$ cat src/rtl/mm_ram.sv
// Generic single-write, single-read RAM with registered read data.
module mm_ram #(
    parameter int WIDTH = 32,
    parameter int DEPTH = 64
) (
    input  logic                     clk,
    input  logic                     we,
    input  logic [$clog2(DEPTH)-1:0] waddr,
    input  logic [WIDTH-1:0]         wdata,
    input  logic [$clog2(DEPTH)-1:0] raddr,
    output logic [WIDTH-1:0]         rdata
);

    logic [WIDTH-1:0] mem [DEPTH];
    logic [WIDTH-1:0] rdata_reg;

    always_ff @(posedge clk)
    begin
        if (we)
        begin
            mem[waddr] <= wdata;
        end
        rdata_reg <= mem[raddr];
    end

    assign rdata = rdata_reg;

endmodule

$ cat config.mk
export PLATFORM = sky130hd
export DESIGN_NAME = mm_ram
export DESIGN_NICKNAME = d
export VERILOG_FILES = /design/src/rtl/mm_ram.sv
export SDC_FILE = /design/constraint.sdc
export NUM_CORES = 2
export LEC_CHECK = 0
export BUFFER_PORTS_ARGS = -buffer_cell sky130_fd_sc_hd__buf_2
export CAP_MARGIN = 20
export CORE_UTILIZATION = 56
export CTS_CLUSTER_DIAMETER = 30
export DETAILED_ROUTE_END_ITERATION = 8
export PLACE_DENSITY = 0.68
export SYNTH_ARGS = -nofsm -noshare
export SYNTH_HDL_FRONTEND = slang
export SYNTH_SLANG_ARGS = --single-unit
$ cat constraint.sdc
create_clock -name clk -period 5.9 [get_ports clk]
set_input_delay 0.885 -clock clk [delete_from_list [all_inputs] [get_ports clk]]
set_output_delay 0.885 -clock clk [all_outputs]
set_load 0.02 [all_outputs]
# Yosys cells after proc, flatten, opt, wreduce, memory -nomap -nowiden
# Memories as Yosys holds them, arrays and structs flattened. A register that Yosys moved wholly into a read port is not among the register bits.
# Cells that the tools add are included.
# op_classes
n_shift	0
eq_ne	0
n_bitwise	0
addsub	0
n_lt_le_gt_ge	0
div	0
multipliers	0
reduce_logical	0
mux	2
# op_table
operator	count
two-way mux 1 bit	2
# totals
latchBits	0
ram_bits	2048
inputBits	46
elab_cells	3
regBits	0
output_inout_bits	32
n_memories	1
romBits	0
# mem_list
memory	depth	word_bits	read_ports	rd_clocked_by_memory_dff	write_ports	line_no	rtl
mem	64	32	1	1	1	14	logic [WIDTH-1:0] mem [DEPTH];

# Depth between registers and ports, before layout
# logic_depth
ltp_word	2
depth_mapped	10

# Worst setup path before layout
# OpenSTA, ideal clock, no wires.
# synth_timing
path_kind	input-to-reg
startpoint	input port waddr[3]
endpoint	memory mem[48][0] (enable)
setup_time_ns	0.461
t_arrival_ns	3.584
n_path_buf	1
setup_slack_ns	1.855
stages	4
path_cell_list	clkbuf_1 > nor2b_1 > nand4b_1 > nor3_1
# synth_rtl
element	line_no	rtl
start: declaration	8	input logic [$clog2(DEPTH)-1:0] waddr,
end: declaration	14	
# No word-level cell before the write port.

==> results.json <==
{
  "hold_buffers": 0,
  "io_buffers": 77,
  "die_w_um": 376,
  "postCtsSetupBuffers": 0,
  "core_area_um2": 139000,
  "fmax_ghz": 0.296,
  "setup_viol": 0,
  "synth_area_leader_cell": "edfxtp_1",
  "yosysSeqAreaShare": 0.791,
  "drive_above_1_share": 0.360,
  "place.gp.congestion": 0.845,
  "first_pass_iters": 6,
  "fin_worst_skew_ns": 0.0487,
  "final.fill_count": 8121,
  "critPathRequiredTime_ns": 6.67,
  "startpoint_type": "input pin",
  "cts_max_level": 5,
  "synth_nets": 3370,
  "vias": 39300,
  "vias_per_cell": 6.65,
  "io_pins": 78,
  "syn_area_per_cell_um2": 23.6,
  "nets": 3790,
  "synthTopCellsByArea": "edfxtp_1 (78%), mux4_2 (16%), mux2i_1 (1.2%)",
  "rrSetupSlack_ns": 3.57,
  "min_to": "mem[48][14]",
  "slew_violations": 0,
  "cap_viol_max_count": 0,
  "cts_max_path_buffers": 4,
  "fp-row-count": 137,
  "root_buffer": "clkbuf_16",
  "grt_max_degree": 93,
  "powerDensity_nw_per_um2": 419,
  "fp.dieArea_um2": 142000,
  "worst_pin_slew_ns": 1.18,
  "cts_buffers": 379,
  "grt_pass1_vias": 40200,
  "peakVddDrop_uv": 352,
  "synth_edf_count": 2048,
  "reg2regPathDepth": 4,
  "regArea_um2": 62100,
  "synth_cells": 3324,
  "yosysUniqueCellTypes": 34,
  "yosysMostFrequentCell": "edfxtp_1",
  "postSynth.asyncResetShare": 0,
  "synth.top_cells.by_count": "edfxtp_1 (2048), mux4_2 (544), nor2_1 (137), mux2i_1 (93), o22ai_1 (84)",
  "insertion_delay_ns": 0.93,
  "place_ws_ns": 1.68,
  "grt-ovfl-total": 0,
  "antenna_found_initial": 14,
  "place_area_um2": 82000,
  "dp_hpwl_mm": 113,
  "layout_setup_ws_ns": 2.52,
  "cts_tree": "built",
  "start_util": 0.563,
  "path_max_fanout": 64,
  "arrival_ns": 4.15,
  "hp-class": "input pin to flop",
  "outcome": "finished clean",
  "drcViolationCount": 0,
  "fin_crit_ns": 3.38,
  "rsz0062_at_grt": "no",
  "largest_reg_flops": 2048,
  "dr.first_iter.drc_count": 5529,
  "antenna_left": 0,
  "ys_warn_count": 0,
  "synth_ff_type": "edfxtp_1",
  "die_y_um": 376,
  "relSlewSlack": 0.209,
  "r2r_start": "mem[2][27]",
  "post_cts_resized": 0,
  "cts.sinks": 2080,
  "wl_mm": 210,
  "synth_top_area_share": 0.783,
  "hold_viol": 0,
  "clk_pin_slew_ns": 0.06,
  "hold_depth": 1,
  "multi_input_area_um2": 16000,
  "r2r_end": "rdata[27]",
  "finalSetupTns_ns": 0,
  "grt_pass1_wl_mm": 295,
  "wl_per_cell_um": 35.4,
  "final_area_um2": 95200,
  "grt_util_all_layers": 0.301,
  "synth-seq-cells": 2080,
  "min_period_over_period": 0.573,
  "area.growth.synth_to_final_pct": 21.3,
  "critPathCaptureType": "flop",
  "critPathKind": "input pin to flop",
  "syn_area_um2": 78500,
  "hold_start": "wdata[14]",
  "p_leak_uw": 0.0307
}
[worst max path at each step]
| stage | start | to | slack [ns] | cells past startpoint |
|---|---|---|---|---|
| floorplan | waddr[3] | mem[48][0] | 1.86 | 4 |
| global placement | raddr[1] | rdata[25] | 1.68 | 7 |
| detailed placement | raddr[1] | rdata[25] | 1.68 | 7 |
| CTS | raddr[1] | rdata[25] | 2.61 | 7 |
| global route | raddr[1] | rdata[25] | 2.56 | 7 |
| finish | raddr[1] | rdata[25] | 2.52 | 7 |
[where the power goes]
group	leakage [uW]	internal [uW]	switching (uW)	total (uW)
registers	0.0187	16400	96.9	16500
clock network	0.00620	14400	7450	21800
logic	0.00585	564	1020	1590
total	0.0307	31300	8570	39900
[routing by layer]
metal	global-route usage	vias to the layer above	wire, um
met5	0	-	69
met4	0.104	12	6490
met3	0.0760	410	24000
met2	0.464	2618	100000
met1	0.423	21000	78900
li1	-	15300	-
[per-stage QoR]
step	total power [uW]	cells	utilization	hold slack, ns
floorplan	17500	3324	-	0.663
global placement	18300	5222	0.588	0.727
detailed placement	18300	5225	0.589	0.757
CTS	40000	5900	0.681	0.417
global route	40800	5916	0.683	0.269
finish	39900	5919	0.683	0.288
[cell type report]
cell class                      instances  share of cell area
Antenna cell                            5            0.000131
Tap cell                             1876              0.0247
Multi-Input combinational cell       1062               0.168
Timing Repair Buffer                  221              0.0195
Sequential cell                      2080               0.653
Clock buffer                          401               0.101
Clock inverter                        274              0.0342
[worst max-delay path: stages]
cell and delay [ns]:
buf_8 0.51, buf_4 0.52, buf_4 0.49, mux4_2 0.38, mux4_2 0.51, o22ai_1 0.61, nor2_1 0.12
[cells in the final DEF, fill, tap and decap left out, types with 27 or more instances in the layout]
| cell | instances |
|---|---|
| clkbuf_16 | 382 |
| clkinv_4 | 28 |
| bufinv_16 | 57 |
| clkinv_2 | 48 |
| clkinvlp_4 | 45 |
| buf_12 | 27 |
| buf_2 | 73 |
| a21oi_1 | 62 |
| mux2i_1 | 93 |
| nor2_4 | 62 |
| o221ai_1 | 27 |
| inv_6 | 49 |
| dfxtp_1 | 32 |
| nor2_1 | 75 |
| buf_4 | 116 |
| edfxtp_1 | 2048 |
| clkinv_1 | 34 |
| mux4_2 | 544 |
| o22ai_1 | 84 |
[cells by family after synthesis]
| kind of cell | count (synthesis) | synth area share |
|---|---|---|
| DFF | 2080 | 0.791 |
| muxes | 637 | 0.168 |
| and+or+nand+nor | 223 | 0.0127 |
| AOI/OAI and AO/OA | 202 | 0.0167 |
| buffers and inverters | 182 | 0.0113 |
No activity file was read; power rests on OpenSTA's default activity.
