`src/rtl/mm_pkg.sv`:
```
// Shared types, constants and helpers for the matrix multiply block.
package mm_pkg;

    // Dimension registers and configuration port
    localparam int DIM_W       = 4;
    localparam int CFG_IDX_W   = 2;
    localparam logic [CFG_IDX_W-1:0] REG_ROW_COUNT    = 2'd0;
    localparam logic [CFG_IDX_W-1:0] REG_INNER_COUNT  = 2'd1;
    localparam logic [CFG_IDX_W-1:0] REG_COLUMN_COUNT = 2'd2;

    // Stream payload widths
    localparam int IN_TDATA_W  = 32;
    localparam int OUT_VALUE_W = 32;
    localparam int OUT_IDX_W   = 3;
    localparam int OUT_TDATA_W = 40;

    // Q16.16 result limits and rounding position
    localparam logic [OUT_VALUE_W-1:0] Q_MAX = 32'h7FFF_FFFF;
    localparam logic [OUT_VALUE_W-1:0] Q_MIN = 32'h8000_0000;
    localparam int FRAC_W = 16;

    // Job handed from the loader to the compute engine
    typedef struct packed {
        logic [DIM_W-1:0] rows;
        logic [DIM_W-1:0] inner;
        logic [DIM_W-1:0] cols;
    } job_t;

    // Stored element width: above 32 bits the input is a zero-extended word,
    // so one extra sign bit is enough to hold it.
    function automatic int elem_width(input int dw);
        return (dw > 32) ? 33 : dw;
    endfunction

endpackage

```
`src/rtl/mm_back.sv`:
```
// Compute engine: one multiply-accumulate unit walking C in row-major order.
module mm_back import mm_pkg::*; #(
    parameter int MAX_DIM    = 8,
    parameter int DATA_WIDTH = 32
) (
    input  logic                                 clk,
    input  logic                                 rst_n,
    input  logic                                 job_valid,
    input  job_t                                 job_in,
    output logic                                 job_pop,
    output logic [$clog2(MAX_DIM*MAX_DIM)-1:0]   left_raddr,
    output logic [$clog2(MAX_DIM*MAX_DIM)-1:0]   right_raddr,
    input  logic [elem_width(DATA_WIDTH)-1:0]    left_rdata,
    input  logic [elem_width(DATA_WIDTH)-1:0]    right_rdata,
    output logic                                 busy,
    output logic                                 out_valid,
    input  logic                                 out_ready,
    output logic [OUT_VALUE_W-1:0]               product_value,
    output logic [OUT_IDX_W-1:0]                 product_row,
    output logic [OUT_IDX_W-1:0]                 product_column,
    output logic                                 last_element
);

    localparam int ELEM_W  = elem_width(DATA_WIDTH);
    localparam int ADDR_W  = $clog2(MAX_DIM*MAX_DIM);
    localparam int IDX_W   = $clog2(MAX_DIM);
    localparam int PROD_W  = 2*ELEM_W;
    localparam int ACC_MIN = PROD_W + $clog2(MAX_DIM) + 1;
    localparam int ACC_W   = (ACC_MIN > 49) ? ACC_MIN : 49;
    localparam int SH_W    = ACC_W - FRAC_W;
    localparam logic signed [ACC_W-1:0] HALF_LSB = ACC_W'(17'sd32768);

    localparam logic [1:0] ST_IDLE = 2'd0;
    localparam logic [1:0] ST_RUN  = 2'd1;
    localparam logic [1:0] ST_WAIT = 2'd2;

    logic [1:0]              state_reg, state_next;
    job_t                    job_reg, job_next;
    logic [IDX_W-1:0]        i_reg, i_next, j_reg, j_next, k_reg, k_next;
    logic [ADDR_W-1:0]       lbase_reg, lbase_next, rptr_reg, rptr_next;
    logic                    rd_v_reg, rd_first_reg, rd_last_reg;
    logic                    mul_v_reg, mul_first_reg, mul_last_reg;
    logic signed [PROD_W-1:0] mul_reg;
    logic signed [ACC_W-1:0] acc_reg, prod_ext, rnd;
    logic signed [SH_W-1:0]  sh;
    logic [SH_W-32:0]        sh_top;
    logic [OUT_VALUE_W-1:0]  sat_value;
    logic                    sum_v_reg;
    logic                    out_valid_reg, last_reg;
    logic [OUT_VALUE_W-1:0]  value_reg;
    logic [OUT_IDX_W-1:0]    row_reg, col_reg;
    logic                    issue, k_last, j_last, i_last, out_free, fin;

    // Loop position
    assign issue  = (state_reg == ST_RUN);
    assign k_last = (DIM_W'(k_reg) == job_reg.inner - DIM_W'(1));
    assign j_last = (DIM_W'(j_reg) == job_reg.cols - DIM_W'(1));
    assign i_last = (DIM_W'(i_reg) == job_reg.rows - DIM_W'(1));

    assign left_raddr  = lbase_reg + ADDR_W'(k_reg);
    assign right_raddr = rptr_reg;

    assign out_free = !out_valid_reg || out_ready;
    assign fin      = sum_v_reg && out_free;
    assign busy     = (state_reg != ST_IDLE);

    // Sequencer over (i, j, k)
    always_comb
    begin
        state_next = state_reg;
        job_next   = job_reg;
        i_next     = i_reg;
        j_next     = j_reg;
        k_next     = k_reg;
        lbase_next = lbase_reg;
        rptr_next  = rptr_reg;
        job_pop    = 1'b0;
        unique case (state_reg)
            ST_IDLE:
            begin
                if (job_valid)
                begin
                    job_pop    = 1'b1;
                    job_next   = job_in;
                    i_next     = '0;
                    j_next     = '0;
                    k_next     = '0;
                    lbase_next = '0;
                    rptr_next  = '0;
                    state_next = ST_RUN;
                end
            end
            ST_RUN:
            begin
                if (k_last)
                begin
                    k_next     = '0;
                    state_next = ST_WAIT;
                end
                else
                begin
                    k_next    = k_reg + IDX_W'(1);
                    rptr_next = rptr_reg + ADDR_W'(job_reg.cols);
                end
            end
            ST_WAIT:
            begin
                if (fin)
                begin
                    if (i_last && j_last)
                    begin
                        state_next = ST_IDLE;
                    end
                    else
                    begin
                        state_next = ST_RUN;
                        if (j_last)
                        begin
                            j_next     = '0;
                            i_next     = i_reg + IDX_W'(1);
                            lbase_next = lbase_reg + ADDR_W'(job_reg.inner);
                            rptr_next  = '0;
                        end
                        else
                        begin
                            j_next    = j_reg + IDX_W'(1);
                            rptr_next = ADDR_W'(j_reg) + ADDR_W'(1);
                        end
                    end
                end
            end
            default:
            begin
                state_next = ST_IDLE;
            end
        endcase
    end

    // Rounding to Q16.16 and saturation
    assign prod_ext  = ACC_W'(mul_reg);
    assign rnd       = acc_reg + HALF_LSB;
    assign sh        = rnd[ACC_W-1:FRAC_W];
    assign sh_top    = sh[SH_W-1:31];

    always_comb
    begin
        priority if (sh_top == '0 || sh_top == '1)
            sat_value = sh[31:0];
        else if (sh[SH_W-1])
            sat_value = Q_MIN;
        else
            sat_value = Q_MAX;
    end

    // Datapath registers
    always_ff @(posedge clk)
    begin
        if (rd_v_reg)
        begin
            mul_reg <= $signed(left_rdata) * $signed(right_rdata);
        end
        if (mul_v_reg)
        begin
            acc_reg <= mul_first_reg ? prod_ext : acc_reg + prod_ext;
        end
        if (fin)
        begin
            value_reg <= sat_value;
            row_reg   <= OUT_IDX_W'(i_reg);
            col_reg   <= OUT_IDX_W'(j_reg);
            last_reg  <= i_last && j_last;
        end
    end

    // Control registers
    always_ff @(posedge clk or negedge rst_n)
    begin
        if (!rst_n)
        begin
            state_reg     <= ST_IDLE;
            job_reg       <= '0;
            i_reg         <= '0;
            j_reg         <= '0;
            k_reg         <= '0;
            lbase_reg     <= '0;
            rptr_reg      <= '0;
            rd_v_reg      <= 1'b0;
            rd_first_reg  <= 1'b0;
            rd_last_reg   <= 1'b0;
            mul_v_reg     <= 1'b0;
            mul_first_reg <= 1'b0;
            mul_last_reg  <= 1'b0;
            sum_v_reg     <= 1'b0;
            out_valid_reg <= 1'b0;
        end
        else
        begin
            state_reg     <= state_next;
            job_reg       <= job_next;
            i_reg         <= i_next;
            j_reg         <= j_next;
            k_reg         <= k_next;
            lbase_reg     <= lbase_next;
            rptr_reg      <= rptr_next;
            rd_v_reg      <= issue;
            rd_first_reg  <= (k_reg == '0);
            rd_last_reg   <= k_last;
            mul_v_reg     <= rd_v_reg;
            mul_first_reg <= rd_first_reg;
            mul_last_reg  <= rd_last_reg;
            if (mul_v_reg && mul_last_reg)
                sum_v_reg <= 1'b1;
            else if (fin)
                sum_v_reg <= 1'b0;
            if (fin)
                out_valid_reg <= 1'b1;
            else if (out_ready)
                out_valid_reg <= 1'b0;
        end
    end

    assign out_valid      = out_valid_reg;
    assign product_value  = value_reg;
    assign product_row    = row_reg;
    assign product_column = col_reg;
    assign last_element   = last_reg;

endmodule

```
`config.mk`:
```
export PLATFORM = sky130hd
export DESIGN_NAME = mm_back
export DESIGN_NICKNAME = d
export VERILOG_FILES = /design/src/rtl/mm_pkg.sv /design/src/rtl/mm_back.sv
export SDC_FILE = /design/constraint.sdc
export NUM_CORES = 2
export LEC_CHECK = 0
export BUFFER_PORTS_ARGS = -buffer_cell sky130_fd_sc_hd__buf_2
export CAP_MARGIN = 20
export CELL_PAD_IN_SITES_DETAIL_PLACEMENT = 0
export CELL_PAD_IN_SITES_GLOBAL_PLACEMENT = 1
export CORE_MARGIN = 5
export CORE_UTILIZATION = 45
export CTS_CLUSTER_SIZE = 12
export DETAILED_ROUTE_END_ITERATION = 16
export PLACE_DENSITY_LB_ADDON = 0.1
export SKIP_LAST_GASP = 1
export SYNTH_ARGS = -nofsm -noshare
export SYNTH_HDL_FRONTEND = slang
export SYNTH_SLANG_ARGS = --single-unit
```
`constraint.sdc`:
```
create_clock -name clk -period 3.6 [get_ports clk]
set_input_delay 0.18 -clock clk [delete_from_list [all_inputs] [get_ports clk]]
set_output_delay 0.18 -clock clk [all_outputs]
set_load 0.005 [all_outputs]
```
# [Yosys cells after proc, flatten, opt, wreduce, memory -nomap -nowiden]
# Index checks and enable logic that the tools add are counted.
[totals] register_bits=214
[op_classes] n_addsub=12 multipliers=1 eq_ne=12 mux=35 reduce_logical=21
[ops] operator="$add 68x17->68 const B" count=1
[ops] operator="$add 68x64->68" count=1
[ops] operator="$mux 68" count=1
[ops] operator="$mul 32x32->64" count=1
[ops] operator="$mux 32" count=2
[ops] operator="$mux 6" count=7
[ops] operator="$mux 3" count=8
[ops] operator="$eq 21x21->1 const B" count=1
[ops] operator="$logic_not 21->1" count=1
[ops] operator="$pmux 3 s2" count=3
[ops] operator="$pmux 6 s3" count=1
[ops] operator="$add 6x4->6" count=2
[ops] operator="$eq 3x4->1" count=3
[ops] operator="$pmux 6 s2" count=1
[ops] operator="$sub 4x1->4 const B" count=3
[ops] operator="$ne 2x2->1 const B" count=5
[ops] operator="$reduce_and 5->1" count=2
[ops] operator="$reduce_bool 2->1" count=5
[ops] operator="$add 3x1->3 const B" count=3
[ops] operator="$mux 1" count=7
[ops] operator="$add 6x3->6" count=1
[ops] operator="$mux 2" count=3
[ops] operator="$pmux 2 s3" count=1
[ops] operator="$add 3x1->4 const B" count=1
[ops] operator="13 further kinds" count=17

# [Depth between registers and ports, before layout]
[depth] ltp_word=6 depth_mapped=30 ltp_nobuf=28

# [Least setup slack after synthesis]
# OpenSTA, ideal clock, no wires.
[synth_timing] path_kind="in2reg" startpoint="input left_rdata[31]" endpoint="register mul_reg[56], data pin" arrival_time_ns=7.243 required_time_ns=3.337 slack_ns=-3.906 cell_stages=25 path_buffers=1 path_cell_list="clkbuf_1 -> nand2_1 -> inv_1 -> fa_1 -> inv_1 -> fa_1 -> inv_1 -> fa_1 -> fa_1 -> inv_1 -> fa_1 -> inv_1 -> fa_1 -> inv_1 -> fa_1 -> inv_1 -> fa_1 -> ha_1 -> a21o_1 -> a211o_1 -> a311o_1 -> o21bai_1 -> o21ai_0 -> a21oi_1 -> xnor2_1"
[synth_via] elab_chain_cells=1
[synth_lines] item="start: declaration" line="mm_back.sv:13" source="input logic [elem_width(DATA_WIDTH)-1:0] left_rdata,"
[synth_lines] item="$mul 32x32->64" line="mm_back.sv:160" source="mul_reg <= $signed(left_rdata) * $signed(right_rdata);"
[synth_lines] item="end signal: assignment" line="mm_back.sv:160"
[synth_lines] item="end: declaration" line="mm_back.sv:43" source="logic signed [PROD_W-1:0] mul_reg;"
# No other way between the ends.
# A chain may end at the register's enable or synchronous reset.

# [Worst setup path after layout]
[layout_timing] startpoint="input left_rdata[11]" endpoint="register mul_reg[60], data pin"
# The elaborated chain is that of the path after synthesis.

==> results.json <==
{
  "async_flop_share": 0.201,
  "vias": 38100,
  "first_iter_violations": 2227,
  "dr.pass1.iters": 7,
  "via_per_inst": 5.12,
  "fin_skew_ns": 0.0216,
  "finalSetupTns_ns": -146.18,
  "die_width_um": 344,
  "port_buffers": 133,
  "clk_path_buf_depth": 3,
  "hold_class": "primary input to flip-flop",
  "clkLatencyLatePin_ns": 0.55,
  "syn_area_um2": 50200,
  "final_util": 0.557,
  "status": "finished with violations",
  "clkTransAtPathRegs_ns": 0.06,
  "drc": 0,
  "violations": "negative setup slack",
  "first_global_vias": 41200,
  "startpoint_type": "primary input",
  "cts_tree": "done",
  "synth_edf_count": 171,
  "h-tree-depth": 1,
  "r2r-start": "mul_reg[0]",
  "post-route-period-util": 1.88,
  "clkSinkCount": 214,
  "n_antenna_cell": 0,
  "startpoint": "left_rdata[11]",
  "min_period_ns": 6.76,
  "cp_max_fo": 14,
  "worst_pin_slew_ns": 0.864,
  "fin_cells": 7449,
  "rows": 122,
  "grt_setup_unrepaired": "yes",
  "drive_gt1_frac": 0.215,
  "synth_fp_nets": 6792,
  "yosys_warnings": 0,
  "end_kind": "flip-flop",
  "wl_um": 144000,
  "wl_per_cell_um": 19.3,
  "syn_to_final_growth_pct": 22.8,
  "groute.usage.overall": 0.247,
  "gp_congestion": 0.878,
  "cts_made_buffers": 25,
  "die_height_um": 344,
  "dominantRegCellSynth": "edfxtp_1",
  "dp.cells": 7299,
  "place_hpwl_um": 120000,
  "fmax_ghz": 0.148,
  "dieArea_um2": 118000,
  "largest_register_ffs": 68,
  "ys_ff_latch": 214,
  "start_util": 0.454,
  "netlist_instances": 5352,
  "yosysSeqAreaShare": 0.124,
  "grt-ovfl-total": 0,
  "grt_max_degree": 58,
  "finalSetupViolCount": 70,
  "path_class": "primary input to flip-flop",
  "setup_ws_ns": -3.16,
  "antenna_left": 0,
  "grt_pass1_wl_um": 231000,
  "post_dp_cell_area_um2": 57000,
  "relSlewSlack": 0.424,
  "hold_viol_final": 0,
  "nets": 7386,
  "num_io_pins": 134,
  "antenna_found_initial": 3,
  "design_area_um2": 61600,
  "final_max_slew_viol_count": 0,
  "core_area_um2": 111000,
  "hp-start": "job_valid",
  "yosysUniqueCellTypes": 72,
  "required_ns": 3.88,
  "clockRootBuffer": "clkbuf_16",
  "worst-endpoint-arrival_ns": 7.03,
  "cap_violations": 0,
  "synth.avg_cell_area_um2": 9.38
}
## final timing paths
path                                 end  slack, ns  depth (start not counted)
max                          mul_reg[60]      -3.16                         22
min                             k_reg[2]       0.05                          4
max reg2reg                  acc_reg[66]      -0.35                         16
min reg2reg                 mul_last_reg       0.35                          0
max in group asynchronous  mul_first_reg       3.05                          3
min in group asynchronous    job_reg[11]       0.07                          2
## cell type report
cell class | count | area [um^2]
fillers | 9997 | 49000
multi-input cells | 3809 | 40900
repair buffers | 839 | 7840
flip-flops and latches | 214 | 6220
inverters | 1057 | 3970
well taps | 1488 | 1860
clock buffers | 28 | 637
clock inverters | 14 | 171
## placed cells by master (no fill, tap or decap), types with 104 or more instances in the layout
master,netlist,layout
fa_1,1086,1009
inv_1,1057,1003
nand2_1,721,692
buf_4,3,543
and2_1,504,468
ha_1,274,226
edfxtp_1,171,171
o21ai_0,173,144
a21oi_1,168,127
xnor2_1,117,104
## metrics by stage
stage          hold WS [ns]  setup slack, ns
2_1_floorplan        -0.116            -3.63
3_3_place_gp          0.332            -4.13
3_5_place_dp          0.337            -4.16
4_1_cts              0.0217            -3.16
5_1_grt              0.0737            -3.39
6_report             0.0486            -3.16
## repair_timing
action                                  4_1_cts  5_1_grt
hold buffers                                 14        0
endpoints found under the setup margin       73      115
endpoints found under the hold margin        57        0
resized for setup                           370      289
buffers inserted                             56       48
pin swaps                                   152      172
gates cloned                                  5        7
## cells by family (layout without fill, tap and decap cells)
group | Yosys count | count (layout) | synth area share
flip-flops | 214 | 214 | 0.124
AO/OA/AOI/OAI | 614 | 614 | 0.0776
adder cells (fa/ha/maj) | 1360 | 1360 | 0.501
AND/OR/NAND/NOR | 1635 | 1635 | 0.162
buffers and inverters | 1329 | 1938 | 0.0998
XOR/XNOR | 183 | 183 | 0.0319
multiplexers | 17 | 17 | 0.00371
## per-layer routing
layer,GRT usage,wire [um],vias to the layer above
met1,0.372,67900,19500
met3,0.0427,9190,141
met4,0.0435,2920,2
li1,-,-,17600
met5,0,13,-
met2,0.383,63800,885
## synth_stat cells, drive strengths merged (8+ instances only)
library cell / instances / area [um^2]
ha: 274 / 3430
edfxtp: 171 / 5130
o31ai: 16 / 120
xnor2: 117 / 1020
nor3: 38 / 190
o211ai: 11 / 82.6
nor2b: 48 / 300
a21o: 62 / 465
clkbuf: 261 / 980
a21oi: 168 / 841
dfrtp: 43 / 1080
inv: 1057 / 3970
nand2: 721 / 2710
o21ai: 174 / 871
a211o: 8 / 70.1
or3: 16 / 100
o21bai: 23 / 173
a211oi: 10 / 75.1
xor2: 66 / 578
nand2b: 27 / 169
buf: 11 / 60.1
nand3: 50 / 250
and2: 504 / 3150
and3: 21 / 131
fa: 1086 / 21700
o21a: 22 / 165
nor4: 13 / 141
nor2: 120 / 450
a31oi: 25 / 156
mux2: 13 / 146
a221oi: 32 / 318
nand4: 52 / 325
## worst max-delay path: stages
cell and delay (ns):
buf_12 0.13, buf_4 0.14, and2_1 0.14, fa_1 0.50, inv_1 0.05, fa_1 0.47, inv_1 0.05, fa_1 0.50
fa_1 0.56, fa_2 0.55, fa_2 0.44, fa_1 0.55, fa_1 0.42, ha_1 0.32, nand4_1 0.17, or4_4 0.56
o32ai_4 0.32, o21ai_4 0.15, a2111oi_4 0.33, o21bai_2 0.13, o41ai_2 0.24, xor2_1 0.10
Power is not shown: default switching activity piles up to over one toggle a cycle in this logic, so the estimate is an artifact.
