===== src/rtl/mm_pkg.sv =====
// Shared types, constants and helpers for the matrix multiply block.
package mm_pkg;

    // Dimension registers and configuration port
    localparam int DIM_W       = 4;
    localparam int CFG_IDX_W   = 2;
    localparam logic [CFG_IDX_W-1:0] REG_ROW_COUNT    = 2'd0;
    localparam logic [CFG_IDX_W-1:0] REG_INNER_COUNT  = 2'd1;
    localparam logic [CFG_IDX_W-1:0] REG_COLUMN_COUNT = 2'd2;

    // Stream payload widths
    localparam int IN_TDATA_W  = 32;
    localparam int OUT_VALUE_W = 32;
    localparam int OUT_IDX_W   = 3;
    localparam int OUT_TDATA_W = 40;

    // Q16.16 result limits and rounding position
    localparam logic [OUT_VALUE_W-1:0] Q_MAX = 32'h7FFF_FFFF;
    localparam logic [OUT_VALUE_W-1:0] Q_MIN = 32'h8000_0000;
    localparam int FRAC_W = 16;

    // Job handed from the loader to the compute engine
    typedef struct packed {
        logic [DIM_W-1:0] rows;
        logic [DIM_W-1:0] inner;
        logic [DIM_W-1:0] cols;
    } job_t;

    // Stored element width: above 32 bits the input is a zero-extended word,
    // so one extra sign bit is enough to hold it.
    function automatic int elem_width(input int dw);
        return (dw > 32) ? 33 : dw;
    endfunction

endpackage


===== src/rtl/mm_job_queue.sv =====
// Two-entry job queue between the loader and the compute engine.
module mm_job_queue import mm_pkg::*; (
    input  logic clk,
    input  logic rst_n,
    input  logic push,
    input  job_t job_in,
    input  logic pop,
    output job_t job_out,
    output logic empty
);

    job_t       mem_reg [2];
    logic       wr_ptr_reg, rd_ptr_reg;
    logic [1:0] count_reg;

    assign empty   = (count_reg == 2'd0);
    assign job_out = mem_reg[rd_ptr_reg];

    // Entries hold payload only
    always_ff @(posedge clk)
    begin
        if (push)
        begin
            mem_reg[wr_ptr_reg] <= job_in;
        end
    end

    // Pointers and fill count
    always_ff @(posedge clk or negedge rst_n)
    begin
        if (!rst_n)
        begin
            wr_ptr_reg <= 1'b0;
            rd_ptr_reg <= 1'b0;
            count_reg  <= 2'd0;
        end
        else
        begin
            if (push)
            begin
                wr_ptr_reg <= !wr_ptr_reg;
            end
            if (pop)
            begin
                rd_ptr_reg <= !rd_ptr_reg;
            end
            unique case ({push, pop})
                2'b10:   count_reg <= count_reg + 2'd1;
                2'b01:   count_reg <= count_reg - 2'd1;
                default: count_reg <= count_reg;
            endcase
        end
    end

endmodule


===== config.mk =====
export PLATFORM = sky130hd
export DESIGN_NAME = mm_job_queue
export DESIGN_NICKNAME = d
export VERILOG_FILES = /design/src/rtl/mm_pkg.sv /design/src/rtl/mm_job_queue.sv
export SDC_FILE = /design/constraint.sdc
export NUM_CORES = 1
export LEC_CHECK = 0
export BUFFER_PORTS_ARGS = -buffer_cell sky130_fd_sc_hd__buf_2
export CORE_MARGIN = 2
export CORE_UTILIZATION = 35
export DETAILED_ROUTE_END_ITERATION = 16
export GPL_ROUTABILITY_DRIVEN = 1
export SETUP_SLACK_MARGIN = 0.15
export SLEW_MARGIN = 20
export SYNTH_ARGS = -nofsm -noshare
export SYNTH_HDL_FRONTEND = slang
export SYNTH_SLANG_ARGS = --single-unit

===== constraint.sdc =====
create_clock -name clk -period 1.5 [get_ports clk]
set_clock_uncertainty 0.2 [all_clocks]
set_input_delay 0.3 -clock clk [delete_from_list [all_inputs] [get_ports clk]]
set_output_delay 0.3 -clock clk [all_outputs]
set_load 0.05 [all_outputs]

**Yosys cells after proc, flatten, opt, wreduce, memory -nomap -nowiden**

Memories as Yosys holds them, arrays and structs flattened.
Cells that the tools add are included.

- Memory bits (read-only): 0
- Bits in latches: 0
- Bits in writable memories: 24
- Memories kept: 1
- Logic and storage cells: 15
- Input bits: 16
- Flip-flop bits (word level): 4

Memory list:

| name | depth | bits a word | read ports | clocked after Yosys merged registers in | write ports | RTL line | source |
|---|---|---|---|---|---|---|---|
| mem_reg | 2 | 12 | 1 | 0 | 1 | mm_job_queue.sv:12 | `job_t mem_reg [2];` |

- Reductions and logical operators: 4
- Bitwise logic cells: 0
- Mux-type cells: 3
- Add/sub/neg operators: 2
- Eq/ne operators: 2
- Multiply operators: 0
- Shifts and indexed selects: 0
- Divide/modulo/power cells: 0
- $lt $le $gt $ge: 0

Operators with widths:

| kind | count |
|---|---|
| 2-bit case mux with 2 select lines | 1 |
| 2-bit by 1-bit adder with 2-bit output (second input constant) | 1 |
| 2-bit by 1-bit == test with 1-bit output (second input constant) | 1 |
| 2-bit == test (second input constant) | 1 |
| 1-bit logical NOT | 2 |
| 2-bit logical NOT | 1 |
| 1-bit two-way mux | 2 |
| 2-bit nonzero test | 1 |
| 2-bit by 1-bit subtractor with 2-bit output (second input constant) | 1 |

**Depth between registers and ports, before layout**

Gate-level depths: netlist of the first run.

- Word-level depth: 2
- Gate-level depth with buffers: 5
- Depth with buffers taken out: 5

**Worst setup path before layout of the first run**

OpenSTA, ideal clock, no wires.

- Path kind: flip-flop to output port
- Start: register count_reg[0]
- End: output empty
- Cell stages (with the launch flop): 2
- Arrival: 1062 ps
- Data required time: 1000 ps
- Slack: -62 ps
- Cell sequence: dfrtp_1 > nor2_1

- Word-level cells in the longest chain between the ends: 1

RTL lines:

| element | RTL line | source |
|---|---|---|
| start, declared | mm_job_queue.sv:14 | `logic [1:0] count_reg;` |
| start signal, assigned | mm_job_queue.sv:48 | `2'b10: count_reg <= count_reg + 2'd1;` |
| start signal, assigned | mm_job_queue.sv:49 | `2'b01: count_reg <= count_reg - 2'd1;` |
| start signal, assigned | mm_job_queue.sv:50 | `default: count_reg <= count_reg;` |
| 2-bit logical NOT | mm_job_queue.sv:16 | `assign empty = (count_reg == 2'd0);` |
| end, declared | mm_job_queue.sv:9 | `output logic empty` |

No other way between the ends.

==> results.yml, run 1 <==
status:
  status: "finished with violations"
  violations: "DRC, setup timing"
final_layout:
  area_growth_pct: 56.3
  n_antenna_cell: 0
  n_fill_cell: 229
  utilization: 0.582
  ff_latch_area_um2: 821
  drive_gt1_frac: 0.509
  multi_input_area_um2: 251
  nets: 126
  largest_reg_flops: 24
critical_path:
  r2r_slack_ps: 250
  regToRegEndpoint: "mem_reg[0][3]$_DFFE_PP_"
  worstPathMaxFanout: 7
  worstPathRequired_ps: 1000
  r2r-start: "wr_ptr_reg$_DFFE_PN0P_"
  startpoint: "rd_ptr_reg$_DFFE_PN0P_"
  criticalPathCategory: "reg -> out"
  startpoint_type: "register"
  crit_path_end: "job_out[2]"
  arrival_ps: 1390
  worst-r2r-cell-count: 2
  end_kind: "output port"
power:
  clock_power_share: 0.091
  p_sw_uw: 1190
  p_per_area_nw_per_um2: 1940
  ir_worst_vdd_v: 0.000931
  seqPwrFrac: 0.357
  intPower_uw: 1980
  cellLeakagePower_uw: 0.000682
  power_frac_comb: 0.552
  swShare: 0.375
hold_path:
  min_path_type: "in -> async"
timing:
  worst_pin_slew_ps: 148
  finalSetupViolCount: 13
  finalWorstPathRequiredPeriod_ps: 1890
  drv_slew: 0
  tns_ps: -4460
  report.final.hold_viol_count: 0
  rsz0062_at_grt: "true"
  max_freq_mhz: 530
  finalCritPeriodShare: 1.26
  fin_ws_ps: -387
  slew_headroom: 0.902
global_route:
  grt_pass1_wl_um: 2690
  first_global_vias: 657
  grt_overflow: 0
  grt_use_total: 0.110
  grt_max_degree: 16
  antenna_found_initial: 0
clocking:
  cts.sinks: 28
  cts_buffers: 3
  cts_buffer_depth: 2
  clkTransAtPathRegs_ps: 130
  htree_levels: 1
  cts-root-buf: "clkbuf_4"
  clk_latency_ps: 300
  cts_tree: "yes"
floorplan:
  start_util: 0.372
  design.core.area_um2: 2810
  die_y_um: 58.6
  std_cell_rows: 19
  io_pins: 29
  fp.dieArea_um2: 3440
  die_w_um: 58.6
synth:
  synth_seq_cells: 28
  synth_top_area_frac: 0.690
  syn_inst: 52
  synth_fa_ha_area_frac: 0.0120
  synth_top_family_by_area: "multiplexers"
  syn_nets: 69
  seq_area_frac_synth: 0.786
  synth.area.mux_share: 0.129
  synth_compound_area_frac: 0
  yosys.area_share.simple: 0.0168
  syn_avg_cell_area_um2: 20.1
  ys_types: 10
  synth.area.top_cells: "edfxtp_1, mux2_2, dfrtp_1, xor2_1, xnor2_1"
  synthXorXnorAreaFrac: 0.0419
  yosysWarningCount: 0
  syn-cell-area_um2: 1040
  synth_area_leader_cell: "edfxtp_1"
placed_design:
  gp_congestion: 0.682
  dp_slack_ps: -90.2
  port_buffers: 28
detailed_routing:
  wirelength_um: 1830
  first_iter_violations: 25
  wl_per_cell_um: 13.2
  drc: 2
  ant_nets: 0
  vias: 631
  vias_per_cell: 4.54
  drt_pass1_iterations: 11
flow_run:
  max_cap_viol_count: 0
## what timing repair did
action / in CTS / in global routing
hold buffers: 15 / 0
gates resized for setup: 44 / 4
pin swaps: 1 / 0
buffers inserted: 2 / 1
endpoints found under the hold margin: 30 / 0
cloned: 0 / 0
endpoints found under the setup margin: 13 / 13
## placed cells by master, fill, tap and decap left out
cell type and n:
nor2_1 1, xnor2_1 2, buf_2 15, and2_1 1
edfxtp_1 24, nor2_2 2, dlygate4sd3_1 15, inv_1 1
dfrtp_1 4, mux2_4 10, buf_8 10, buf_6 5
ha_1 1, mux2_2 2, clkbuf_4 3, clkinv_1 1
buf_4 8, xor2_1 3
## how the worst min path moves through the flow
stage	start	end	slack (ps)	depth (start not counted)
floorplan	rst_n	count_reg[0]$_DFFE_PN0P_	-200	0
global placement	rst_n	count_reg[0]$_DFFE_PN0P_	-90	1
CTS	rst_n	count_reg[1]$_DFFE_PN0P_	90	2
finish	rst_n	count_reg[1]$_DFFE_PN0P_	100	2
global route	rst_n	count_reg[1]$_DFFE_PN0P_	80	2
detailed placement	rst_n	count_reg[1]$_DFFE_PN0P_	-90	1
## stage by stage
stage | hold slack (ps) | std cells | total power [uW] | instance area, um^2
2_1_floorplan | -196 | 52 | 2050 | 1050
3_5_place_dp | -90.6 | 117 | 2370 | 1270
3_3_place_gp | -89.1 | 117 | 2350 | 1270
4_1_cts | 85.9 | 138 | 3140 | 1610
6_report | 95.1 | 139 | 3160 | 1630
5_1_grt | 78.2 | 139 | 3310 | 1630
## cells in the mapped netlist
cell type	number
edfxtp_1	24
mux2_2	12
dfrtp_1	4
nor2_1	3
xor2_1	3
xnor2_1	2
and2_1	1
buf_6	1
ha_1	1
inv_1	1
## per-layer routing
| layer | up-vias | GRT usage | routed length, um |
|---|---|---|---|
| li1 | 304 | - | - |
| met1 | 309 | 0.109 | 729 |
| met2 | 16 | 0.202 | 979 |
| met3 | 2 | 0.0352 | 104 |
| met4 | 0 | 0.0584 | 14 |
| met5 | - | 0 | 0 |
## critical path: stages (launching register included)
cell and delay [ps]:
dfrtp_1 430, buf_6 180, mux2_4 320, buf_8 150
## cell families after synthesis
logic type               count (synthesis)
flip-flops                              28
multiplexers                            12
buffers and inverters                    2
adder cells (fa/ha/maj)                  1
XOR/XNOR                                 5
AND/OR/NAND/NOR                          4
## cell type report
type	instances	share of cell area
inverters	1	0.00230
clock inverters	1	0.00230
clock buffers	3	0.0138
well taps	31	0.0238
flip-flops and latches	28	0.503
multi-input cells	22	0.154
repair buffers	53	0.301
## power by group through the flow
stage          clock, uW  sequential (uW)  combinational (uW)
2_1_floorplan          0             1140                 919
3_3_place_gp           0             1140                1210
3_5_place_dp           0             1150                1220
4_1_cts              312             1130                1700
5_1_grt              344             1140                1820
6_report             288             1130                1750
Note: power is estimated with default switching activity, not from simulation.
==> run 2, diff against run 1 <==
--- a/config.mk
+++ b/config.mk
@@ -10,6 +10,7 @@
 export CORE_UTILIZATION = 35
 export DETAILED_ROUTE_END_ITERATION = 16
 export GPL_ROUTABILITY_DRIVEN = 1
+export PLACE_DENSITY = 0.58
 export SETUP_SLACK_MARGIN = 0.15
 export SLEW_MARGIN = 20
 export SYNTH_ARGS = -nofsm -noshare
==> run 2 against run 1 <==
- the run still ends with DRC, setup timing left
- via count decreased by 4.1%
- wire length increased by 0.77%
- clock power about the same
- sequential share of layout area is 0.35 points higher
- sequential power about the same
- clock-buffer cell count stayed put
- register-to-register slack better by 30 ps
- fmax rose by 1.6%
- worst setup slack better by 29 ps
- die area did not move
- final cell count is 1.4% lower
==> results.yml, run 2 (synthesized netlist as in run 1, its figures left out) <==
timing:
  worst_pin_slew_ps: 123
  tns_ps: -4210
  max_freq_mhz: 538
  slew_headroom: 0.918
  report.final.hold_viol_count: 0
  rsz0062_at_grt: "true"
  finalSetupViolCount: 13
  fin_ws_ps: -357
  drv_slew: 0
  finalWorstPathRequiredPeriod_ps: 1860
  finalCritPeriodShare: 1.24
critical_path:
  r2r_slack_ps: 280
  startpoint_type: "register"
  crit_path_cell_trace: "buf_6 -> mux2_4 -> buf_8"
  criticalPathCategory: "reg -> out"
  r2r-start: "count_reg[0]$_DFFE_PN0P_"
  worstPathRequired_ps: 1000
  worstPathMaxFanout: 6
  worst-r2r-cell-count: 4
  cpPeakStageDelay_ps: 430
  slowest_stage: "dfrtp_1"
  regToRegEndpoint: "count_reg[1]$_DFFE_PN0P_"
  critical-path-top-delay-family: "flip-flops"
  arrival_ps: 1360
  end_kind: "output port"
  crit_buf_inv: 2
  startpoint: "rd_ptr_reg$_DFFE_PN0P_"
global_route:
  grt_overflow: 0
  first_global_vias: 670
  grt_pass1_wl_um: 2970
  grt_max_degree: 15
  antenna_found_initial: 0
  grt_use_total: 0.122
final_layout:
  final_cell_mix: "edfxtp_1, dlygate4sd3_1, buf_2"
  nets: 125
  area_growth_pct: 55.2
  largest_reg_flops: 24
  n_antenna_cell: 0
  ff_latch_area_um2: 821
  drive_gt1_frac: 0.509
  n_fill_cell: 236
  multi_input_area_um2: 251
  layout.cells.non_filler: 137
  mostFrequentLayoutCell: "edfxtp_1"
power:
  cellLeakagePower_uw: 0.000676
  ir_worst_vdd_v: 0.000811
  p_per_area_nw_per_um2: 1930
clocking:
  cts.sinks: 28
  clk_latency_ps: 310
  clkTransAtPathRegs_ps: 130
  cts-root-buf: "clkbuf_4"
  cts_buffers: 3
  htree_levels: 1
  cts_tree: "yes"
  cts_buffer_depth: 2
flow_run:
  max_cap_viol_count: 0
detailed_routing:
  drc: 1
  wl_per_cell_um: 13.4
  wirelength_um: 1840
  ant_nets: 0
  vias_per_cell: 4.42
  first_iter_violations: 4
  drt_pass1_iterations: 9
  vias: 605
placed_design:
  dpl.cell_count: 117
  port_buffers: 28
  hpwl_um: 1280
  gp_congestion: 0.613
status:
  violations: "DRC, setup timing"
  status: "finished with violations"
floorplan:
  design.core.area_um2: 2810
  fp.dieArea_um2: 3440
  std_cell_rows: 19
  die_y_um: 58.6
  die_w_um: 58.6
  start_util: 0.372
  io_pins: 29
hold_path:
  min_path_type: "in -> async"
==> run 2: timing repair <==
action                                  CTS  global route
pin swaps                                 1             0
endpoints found under the setup margin   13            13
hold buffers                             15             0
buffers inserted                          2             0
resized for setup                        42             6
endpoints found under the hold margin    30             0
==> run 2: metrics by stage <==
stage,power (uW),area [um^2],utilization,hold WS [ps],worst slack [ps]
3_5_place_dp,2360,1270,0.453,-82.8,-56.0
5_1_grt,3290,1620,0.578,81.8,-443
4_1_cts,3110,1600,0.570,82.4,-388
3_3_place_gp,2350,1270,0.453,-88.1,-46.7
6_report,3140,1620,0.578,98.6,-357
2_1_floorplan,2050,1050,-,-196,4.57
==> run 2: area by class of cell <==
cell class                 count  area share
tap                           31      0.0239
timing repair buffer          52       0.299
clock buffer                   3      0.0139
inverter                       1     0.00231
sequential                    28       0.506
multi-input combinational     22       0.155
==> run 2: worst register-to-register path: cells and delay by family, from the launching register on <==
kind	cells	cell delay [ps]
xor+xnor	2	270
simple gates	1	110
flops	1	420
buf+inv	1	150
==> run 2: worst max path at each step <==
stage | end | slack, ps | cells after the start
global placement | job_out[2] | -50 | 3
detailed placement | job_out[5] | -60 | 3
finish | job_out[3] | -360 | 3
CTS | job_out[10] | -390 | 3
global route | job_out[10] | -440 | 3
floorplan | job_out[0] | 5 | 2
==> run 2: power breakdown <==
| part | switching [uW] | internal, uW | total [uW] |
|---|---|---|---|
| clock network | 193 | 93.8 | 287 |
| registers | 76.7 | 1050 | 1130 |
| logic | 908 | 817 | 1720 |
==> run 2: layer usage <==
layer,up-vias,wire [um],global-route usage
met4,0,12,0.0584
met5,-,0,0
met3,2,81,0.0264
met2,17,930,0.205
met1,285,817,0.148
li1,301,-,-
==> run 3, diff against run 2 <==
--- a/config.mk
+++ b/config.mk
@@ -8,6 +8,7 @@
 export BUFFER_PORTS_ARGS = -buffer_cell sky130_fd_sc_hd__buf_2
 export CORE_MARGIN = 2
 export CORE_UTILIZATION = 35
+export CTS_BUF_LIST = sky130_fd_sc_hd__clkbuf_16
 export DETAILED_ROUTE_END_ITERATION = 16
 export GPL_ROUTABILITY_DRIVEN = 1
 export PLACE_DENSITY = 0.58
==> run 3 against run 2 <==
- the run still ends with DRC, setup timing left
- flip-flop and latch count did not move
- sequential share of layout area rose by 2.9 points
- clock power rose by 100%
- global-route usage fell by 0.98 points
- die area did not move
- combinational power barely moved
- clock-buffer cell count did not move
- worst setup slack improved by 77 ps
- first-iteration DRC count rose to 2.8 times the previous value
- sequential power barely moved
- largest power group unchanged
==> results.yml, run 3 (synthesized netlist as in run 1, its figures left out) <==
status:
  status: "finished with violations"
  violations: "DRC, setup timing"
floorplan:
  std_cell_rows: 19
  start_util: 0.372
  die_y_um: 58.6
  io_pins: 29
  fp.dieArea_um2: 3440
  die_w_um: 58.6
  design.core.area_um2: 2810
detailed_routing:
  wl_per_cell_um: 14.1
  first_iter_violations: 11
  drc: 1
  wirelength_um: 1730
  drt_pass1_iterations: 9
  vias: 557
  ant_nets: 0
  vias_per_cell: 4.53
critical_path:
  end_kind: "output port"
  worst-r2r-cell-count: 4
  worstPathMaxFanout: 6
  slowest_stage: "dfrtp_1"
  startpoint: "rd_ptr_reg$_DFFE_PN0P_"
  r2r-start: "count_reg[0]$_DFFE_PN0P_"
  arrival_ps: 1280
  worstPathRequired_ps: 1000
  startpoint_type: "register"
  cpPeakStageDelay_ps: 410
  crit_path_cell_trace: "buf_6 -> mux2_4 -> buf_8"
  criticalPathCategory: "reg -> out"
clocking:
  cts_buffers: 3
  cts-root-buf: "clkbuf_16"
  cts_tree: "yes"
  htree_levels: 1
  cts.sinks: 28
  cts_buffer_depth: 2
  clk_latency_ps: 260
  clkTransAtPathRegs_ps: 60
timing:
  slew_headroom: 0.917
  drv_slew: 0
  finalSetupViolCount: 12
  rsz0062_at_grt: "true"
  max_freq_mhz: 562
  fin_ws_ps: -280
  worst_pin_slew_ps: 123
  finalWorstPathRequiredPeriod_ps: 1780
  finalCritPeriodShare: 1.19
  report.final.hold_viol_count: 0
  holdWs_ps: 28.2
final_layout:
  nets: 111
  area_growth_pct: 46.8
  drive_gt1_frac: 0.587
  mostFrequentLayoutCell: "edfxtp_1"
  final_cell_mix: "edfxtp_1, buf_2, mux2_4, buf_8, buf_4"
  largest_reg_flops: 24
  utilization: 0.547
  n_antenna_cell: 0
  n_fill_cell: 234
power:
  clock_power_share: 0.170
  power_frac_comb: 0.499
  seqPwrFrac: 0.331
  ir_worst_vdd_v: 0.000872
  p_sw_uw: 1200
  intPower_uw: 2200
  swShare: 0.354
  cellLeakagePower_uw: 0.000640
  p_per_area_nw_per_um2: 2220
global_route:
  grt_overflow: 0
  grt_use_total: 0.112
  first_global_vias: 602
  grt_pass1_wl_um: 2770
  antenna_found_initial: 0
  grt_max_degree: 15
hold_path:
  hp-start: "job_in[10]"
  min_path_type: "in -> reg"
  min_path_cells: 1
placed_design:
  hpwl_um: 1280
  gp_congestion: 0.613
  port_buffers: 28
flow_run:
  max_cap_viol_count: 0
run 3: changes by cell type in the layout (fill, tap and decap cells not counted), sizes merged:
cell and change:
dlygate4sd3 -14
run 3: layout make-up:
class	count	area (um^2)	share of cell area
Clock buffer	3	75.1	0.0489
Inverter	1	3.75	0.00245
Multi-Input combinational cell	22	251	0.164
Sequential cell	28	821	0.535
Tap cell	31	38.8	0.0253
Timing Repair Buffer	38	344	0.224
run 3: per-layer routing:
layer | up-vias | GRT usage | routed length, um | share of wire
met1 | 263 | 0.136 | 755 | 0.44
li1 | 273 | - | - | -
met2 | 19 | 0.193 | 841 | 0.49
met3 | 2 | 0.0286 | 111 | 0.064
met5 | - | 0 | 0 | 0
met4 | 0 | 0.0390 | 23 | 0.013
run 3: path summary, 6_finish.rpt:
path                                            end  slack, ps
setup / recovery                         job_out[3]       -280
hold / removal             mem_reg[1][10]$_DFFE_PP_         30
setup reg to reg           count_reg[1]$_DFFE_PN0P_        280
hold reg to reg              wr_ptr_reg$_DFFE_PN0P_        320
max in group asynchronous  count_reg[0]$_DFFE_PN0P_        810
min in group asynchronous  count_reg[1]$_DFFE_PN0P_        170
run 3: through the flow:
step | area [um^2] | cells | TNS [ps] | total power (uW) | worst slack, ps
after floorplan | 1050 | 52 | 0 | 2050 | 4.57
after global placement | 1270 | 117 | -388 | 2350 | -46.7
after detailed placement | 1270 | 117 | -421 | 2360 | -56.0
after CTS | 1510 | 123 | -3410 | 3370 | -293
after global routing | 1530 | 123 | -3940 | 3550 | -338
final | 1530 | 123 | -3270 | 3400 | -280
run 3: timing repair:
item,in CTS,in global routing
setup endpoints to repair,13,13
gates resized for setup,42,6
hold buffers,1,0
endpoints found under the hold margin,4,0
setup buffers,2,0
pin swaps,1,0
run 3: power groups by stage:
| stage | sequential [uW] | clock (uW) | combinational, uW |
|---|---|---|---|
| floorplan | 1140 | 0 | 919 |
| global route | 1140 | 626 | 1790 |
| finish | 1130 | 578 | 1700 |
| global placement | 1140 | 0 | 1210 |
| detailed placement | 1150 | 0 | 1220 |
| CTS | 1130 | 595 | 1650 |
run 3: critical path, delay by kind of cell (launching register included):
family,cells,cell delay (ps)
buf+inv,2,300
flops,1,410
mux,1,310
